===== config.mk =====
export PLATFORM = sky130hd
export DESIGN_NAME = lzd_front
export DESIGN_NICKNAME = d
export VERILOG_FILES = /design/src/lzd_pkg.sv /design/src/lzd_front.sv
export VERILOG_INCLUDE_DIRS = /design/src /design/src/src
export SDC_FILE = /design/constraint.sdc
export NUM_CORES = 1
export LEC_CHECK = 0
export ABC_AREA = 1
export BUFFER_PORTS_ARGS = -buffer_cell sky130_fd_sc_hd__clkbuf_2
export CORE_AREA = 2 2 46 48
export DETAILED_ROUTE_END_ITERATION = 7
export DIE_AREA = 0 0 48 50
export MAX_ROUTING_LAYER = met4
export PLACE_DENSITY = 0.83
export RECOVER_POWER = 50
export SYNTH_ARGS = -nofsm -noshare
export SYNTH_HDL_FRONTEND = slang
export SYNTH_SLANG_ARGS = --single-unit

===== constraint.sdc =====
create_clock -name clk -period 2.8 [get_ports clk]
set_clock_uncertainty 0.05 [all_clocks]
set_input_delay 0.28 -clock clk [delete_from_list [all_inputs] [get_ports clk]]
set_output_delay 0.28 -clock clk [all_outputs]
set_load 0.005 [all_outputs]

===== src/lz_stream_decompressor_assert.svh =====
// Assertion macros shared by the decompressor modules.
`ifndef LZ_STREAM_DECOMPRESSOR_ASSERT_SVH
`define LZ_STREAM_DECOMPRESSOR_ASSERT_SVH
// Implication checked on every clock edge outside reset.
`define LZD_ASSERT_IMPL(label, clk, rst_n, ante, cons) \
	label: assert property (@(posedge clk) disable iff (!rst_n) (ante) |-> (cons)) \
		else $error("lzd assertion failed");
// Next-cycle implication checked outside reset.
`define LZD_ASSERT_NEXT(label, clk, rst_n, ante, cons) \
	label: assert property (@(posedge clk) disable iff (!rst_n) (ante) |=> (cons)) \
		else $error("lzd assertion failed");
`endif


===== src/lzd_pkg.sv =====
// ----------------------------------------------------------------------------
// lzd_pkg
// Shared types and constants of the stream decompressor.
// ----------------------------------------------------------------------------
`default_nettype none
package lzd_pkg;
	localparam int unsigned WindowDepthDefault = 524288;
	localparam int unsigned ShortOffsetSpanDefault = 4096;

	typedef enum logic [2:0] {
		PH_HEADER    = 3'd0,
		PH_LITERAL   = 3'd1,
		PH_LIT_EXT   = 3'd2,
		PH_SHORT_OFF = 3'd3,
		PH_LONG_OFF1 = 3'd4,
		PH_LONG_OFF2 = 3'd5,
		PH_LEN_EXT   = 3'd6,
		PH_COPY      = 3'd7
	} phase_t;

	typedef enum logic [2:0] {
		ST_OK        = 3'd0,
		ST_MISORDER  = 3'd1,
		ST_OVERFLOW  = 3'd2,
		ST_OFFSET    = 3'd3,
		ST_SRC_END   = 3'd4,
		ST_STOPPED   = 3'd5
	} status_t;

	localparam logic [1:0] REG_SOURCE_LENGTH = 2'd0;
	localparam logic [1:0] REG_OUTPUT_LENGTH = 2'd1;
	localparam logic [1:0] REG_LEN_EXT_OFF   = 2'd2;

	// Word handed from the front to the back.
	typedef struct packed {
		logic       req_type;
		logic [7:0] src_byte;
	} item_t;
endpackage
`default_nettype wire


===== src/lzd_front.sv =====
// ----------------------------------------------------------------------------
// lzd_front
// Input skid queue: accepts words and hands them to the decoder core.
// ----------------------------------------------------------------------------
`default_nettype none
module lzd_front (
	input  wire logic          clk,
	input  wire logic          arst_n,
	input  wire logic          in_valid,
	output logic               in_ready,
	input  wire lzd_pkg::item_t in_item,
	output logic               q_valid,
	input  wire logic          q_ready,
	output lzd_pkg::item_t     q_item
);
	// Two-entry queue.
	lzd_pkg::item_t mem_q [2];
	logic           wr_q, rd_q;
	logic [1:0]     cnt_q;
	logic           push, pop;

	assign in_ready = (cnt_q != 2'd2);
	assign q_valid  = (cnt_q != 2'd0);
	assign q_item   = mem_q[rd_q];
	assign push     = in_valid && in_ready;
	assign pop      = q_valid && q_ready;

	always_ff @(posedge clk) begin
		if (push) begin
			mem_q[wr_q] <= in_item;
		end
	end

	always_ff @(posedge clk or negedge arst_n) begin
		if (!arst_n) begin
			wr_q  <= 1'b0;
			rd_q  <= 1'b0;
			cnt_q <= 2'd0;
		end else begin
			if (push) wr_q <= ~wr_q;
			if (pop) rd_q <= ~rd_q;
			cnt_q <= cnt_q + {1'b0, push} - {1'b0, pop};
		end
	end

	`include "lz_stream_decompressor_assert.svh"
	`LZD_ASSERT_IMPL(a_no_overfill, clk, arst_n, cnt_q == 2'd2, !in_ready)
	`LZD_ASSERT_NEXT(a_count_up, clk, arst_n, push && !pop, cnt_q == $past(cnt_q) + 2'd1)
	`LZD_ASSERT_IMPL(a_count_range, clk, arst_n, 1'b1, cnt_q != 2'd3)
endmodule
`default_nettype wire


# == Word level (Yosys, flattened, before mapping) ==
# Memory sizes are Yosys's and may differ from the RTL's.
# Index checks and enable logic that the tools add are counted.
# totals
regBits,4
latchBits,0
mem_bits_rw,18
romBits,0
input_bits,13
output_inout_bits,11
wordCells,14
mem_count,1
# mem_list
name,words,word_bits,rd,rd_clocked_by_memory_dff,write_ports,line,text
mem_q,2,9,1,0,1,lzd_front.sv:17,lzd_pkg::item_t mem_q [2];
# op_classes
add_sub_neg,2
mul,0
n_div,0
order_cmp,0
eq_ne,1
shifts,0
mux,2
bitwise,2
n_reduce_logical,3
# op_table
cell,count
$add A2 B1 Y2,1
$logic_and A1 B1 Y1,2
$mux W1,2
$ne A2 B2 Y1 const B,1
$not A1 Y1,2
$reduce_bool A2 Y1,1
$sub A2 B1 Y2,1

# == Longest topological paths before layout ==
# logic_depth
ltp_word,4
ltp_mapped,10
mapped_depth_nobuf,10

# == Least setup slack after synthesis ==
# OpenSTA, ideal clock, no wires.
# synth_timing
path_type,flip-flop to flip-flop
start,reg cnt_q[1]
end,mem mem_q[1][0] (netlist name) (enable)
setup_time_ns,0.374
t_arrival_ns,0.975
required_time_ns,2.376
setup_slack_ns,1.401
stages_incl_launch_ff,4
path_buffers,0
period_less_slack_ns,1.399
path_cell_list,dfrtp_1 -> nand2_2 -> nand2_4 -> nor2_1
# synth_between
elab_chain_cells,4
# synth_lines
element,line,text
"start, declared",lzd_front.sv:19,logic [1:0] cnt_q;
"start signal, assigned",lzd_front.sv:42,"cnt_q <= cnt_q + {1'b0, push} - {1'b0, pop};"
$ne A2 B2 Y1,lzd_front.sv:22,assign in_ready = (cnt_q != 2'd2);
net in_ready,lzd_front.sv:10,"output logic in_ready,"
$logic_and A1 B1 Y1,lzd_front.sv:25,assign push = in_valid && in_ready;
$mux W1,lzd_front.sv:29,if (push) begin
$mux W1 (implied by the code),lzd_front.sv:30,mem_q[wr_q] <= in_item;
"end, declared",lzd_front.sv:17,
# The timed path passes the listed nets, and every way through them passes these cells.

==> impl_metrics.json <==
{
  "initial_utilization_pct": 47.17,
  "cp-startpoint": "rd_q$_DFFE_PN0P_",
  "io_pins": 24,
  "first_pass_iters": 4,
  "track_usage_pct": 14.95,
  "fin_crit_ns": 1.713,
  "holdBufCountCts": 1,
  "wl_um": 1474,
  "rsz0062_at_grt": "false",
  "dpl.hpwl_um": 1115,
  "syn_to_final_growth_pct": 17.85,
  "clock_path_buffers": 2,
  "dp_slack_ns": 1.198,
  "wl_per_cell_um": 11.17,
  "dieHeight_um": 50,
  "clock-sinks": 22,
  "ir_drop_v": 0.0004201,
  "nets": 121,
  "synth-simple-area-share_pct": 20.78,
  "ctsHtreeMaxLevel": 1,
  "start_kind": "register",
  "ff2ff_path_depth": 3,
  "place_congestion": 0.7098,
  "vias_per_cell": 4.545,
  "holdWs_ns": 0.1193,
  "hold_class": "in -> reg",
  "synth_compound_area_share_pct": 0,
  "crit_type": "reg -> out",
  "ant_nets": 0,
  "period_share_pct": 61.18,
  "clk_pin_slew_ns": 0.11,
  "cp.arrival_ns": 1.38,
  "synth_seq_area_share_pct": 71.41,
  "syn_nets": 93,
  "dr_total_vias": 600,
  "setup_viol": 0,
  "timing.max_cap.violations": 0,
  "r2r_end": "mem_q[1][8]$_DFFE_PP_",
  "placementRows": 16,
  "drt_iter0_markers": 5,
  "cts_setup_buffers": 0,
  "grt_start_max_net_pins": 13,
  "grt_overflow_total": 0,
  "fp.dieW_um": 48,
  "regArea_um2": 640.6,
  "maxSlewViolCount": 0,
  "ys_ff_latch": 22,
  "port-buffer-count": 23,
  "antenna_found_initial": 0,
  "rrSetupSlack_ns": 1.14,
  "multi_input_area_um2": 206.4,
  "synth_area_um2": 897.1,
  "avgSynthCellArea_um2": 11.50,
  "n_antenna_cell": 0,
  "cts-resized-gates": 0,
  "layout_commonest_cell": "nand2_1",
  "cp.required_ns": 2.47,
  "die_area_um2": 2400,
  "insertion_delay_ns": 0.29,
  "cp-endpoint": "q_item[4]",
  "synthTopCellsByArea": "edfxtp_1 (60%), nand2_1 (15%), dfrtp_1 (11%), inv_1 (2.9%), ha_1 (2.8%)",
  "worst_pin_slew_ns": 0.7606,
  "synth_top_area_share_pct": 60.25,
  "fin_area_um2": 1057,
  "grt_pass1_vias": 595,
  "slew_headroom_pct": 49.11,
  "p_leak_nw": 0.4978,
  "worst-path-max-fanout": 11,
  "cts_root_buf": "clkbuf_4",
  "n_fill_cell": 161,
  "outcome": "finished clean",
  "synth_mux_area_share_pct": 0,
  "synth_adder_area_share_pct": 2.789,
  "drc": 0,
  "yosysWarningCount": 0,
  "fmax_mhz": 583.8,
  "end_kind": "output pin",
  "r2r-start": "cnt_q[1]$_DFF_PN0_",
  "fin_ws_ns": 1.087,
  "synth_xor_area_share_pct": 0,
  "power.density_nw_per_um2": 932.6,
  "synth_top_area_cell": "edfxtp_1",
  "cts_inserted_buffers": 3,
  "hold_viol_final": 0,
  "grt_pass1_wl_um": 2325,
  "drive_gt1_share_pct": 21.90,
  "layout_common_cells": "nand2_1 (37), edfxtp_1 (18), clkbuf_2 (16), inv_1 (8), clkbuf_1 (7)",
  "cts_tree": "done",
  "placed_area_um2": 1035,
  "synthCells": 78,
  "finalSetupTns_ns": 0,
  "fp.coreArea_um2": 1902,
  "synth_cell_types": 11,
  "synth_top_family_by_area": "simple AND/OR/NAND/NOR gates"
}
## synthesized netlist by cell type
library cell and instances:
edfxtp_1 18, nand2_2 4, inv_2 2, inv_1 7, nand3_1 3, nand2_1 35
nor2_1 1, dfrtp_1 4, nand2_4 1, ha_1 2, buf_6 1
## where the power goes
part,switching [mW],internal [mW]
Combinational,0.214,0.133
Clock,0.0845,0.0518
Sequential,0.0485,0.454
## worst min-delay path by stage
| stage | end | slack [ns] | cells after the start | from |
|---|---|---|---|---|
| 2_1_floorplan | cnt_q[0]$_DFF_PN0_ | -0.07 | 0 | arst_n |
| 3_3_place_gp | cnt_q[1]$_DFF_PN0_ | 0.04 | 1 | arst_n |
| 3_5_place_dp | cnt_q[0]$_DFF_PN0_ | 0.04 | 1 | arst_n |
| 4_1_cts | mem_q[1][3]$_DFFE_PP_ | 0.11 | 1 | in_item[3] |
| 5_1_grt | mem_q[0][1]$_DFFE_PP_ | 0.1 | 1 | in_item[1] |
| 6_report | mem_q[1][3]$_DFFE_PP_ | 0.12 | 1 | in_item[3] |
## through the flow
step / utilization, % / total power, mW / cells
final: 55.59 / 0.9860 / 132
after global routing: 55.59 / 1.082 / 132
after CTS: 56.32 / 1.007 / 132
after detailed placement: 54.41 / 0.8714 / 127
after global placement: 54.41 / 0.8458 / 127
after floorplan: - / 0.7386 / 78
## kinds of logic (layout without fill, tap and decap cells)
kind of cell             Yosys count  after routing
adder cells (fa/ha/maj)            2              2
flip-flops                        22             22
AND/OR/NAND/NOR                   44             44
buffers and inverters             10             37
## worst max-delay path, cell delays in order (launching register included)
cell and delay (ns):
dfrtp_1 0.52, inv_1 0.31, nand2_1 0.09, nand2_1 0.08, clkbuf_2 0.11
## per-layer routing
layer	global-route usage (%)	routed length (um)
met2	26.67	838
met4	11.71	50
met3	2.198	33
met1	12.35	552
met5	-	0
## final cells by class
| class | count | area share (%) |
|---|---|---|
| clock buffers | 3 | 2.130 |
| inverters | 9 | 3.195 |
| well taps | 27 | 3.195 |
| repair buffers | 24 | 11.01 |
| multi-input cells | 46 | 19.53 |
| clock inverters | 1 | 0.3550 |
| flip-flops and latches | 22 | 60.59 |
## state kept, by name, indices dropped and copies added (netlist names)
signal,cells
rd_q,1
wr_q,1
mem_q,18
cnt_q,2
(Power assumes the default switching activity.)
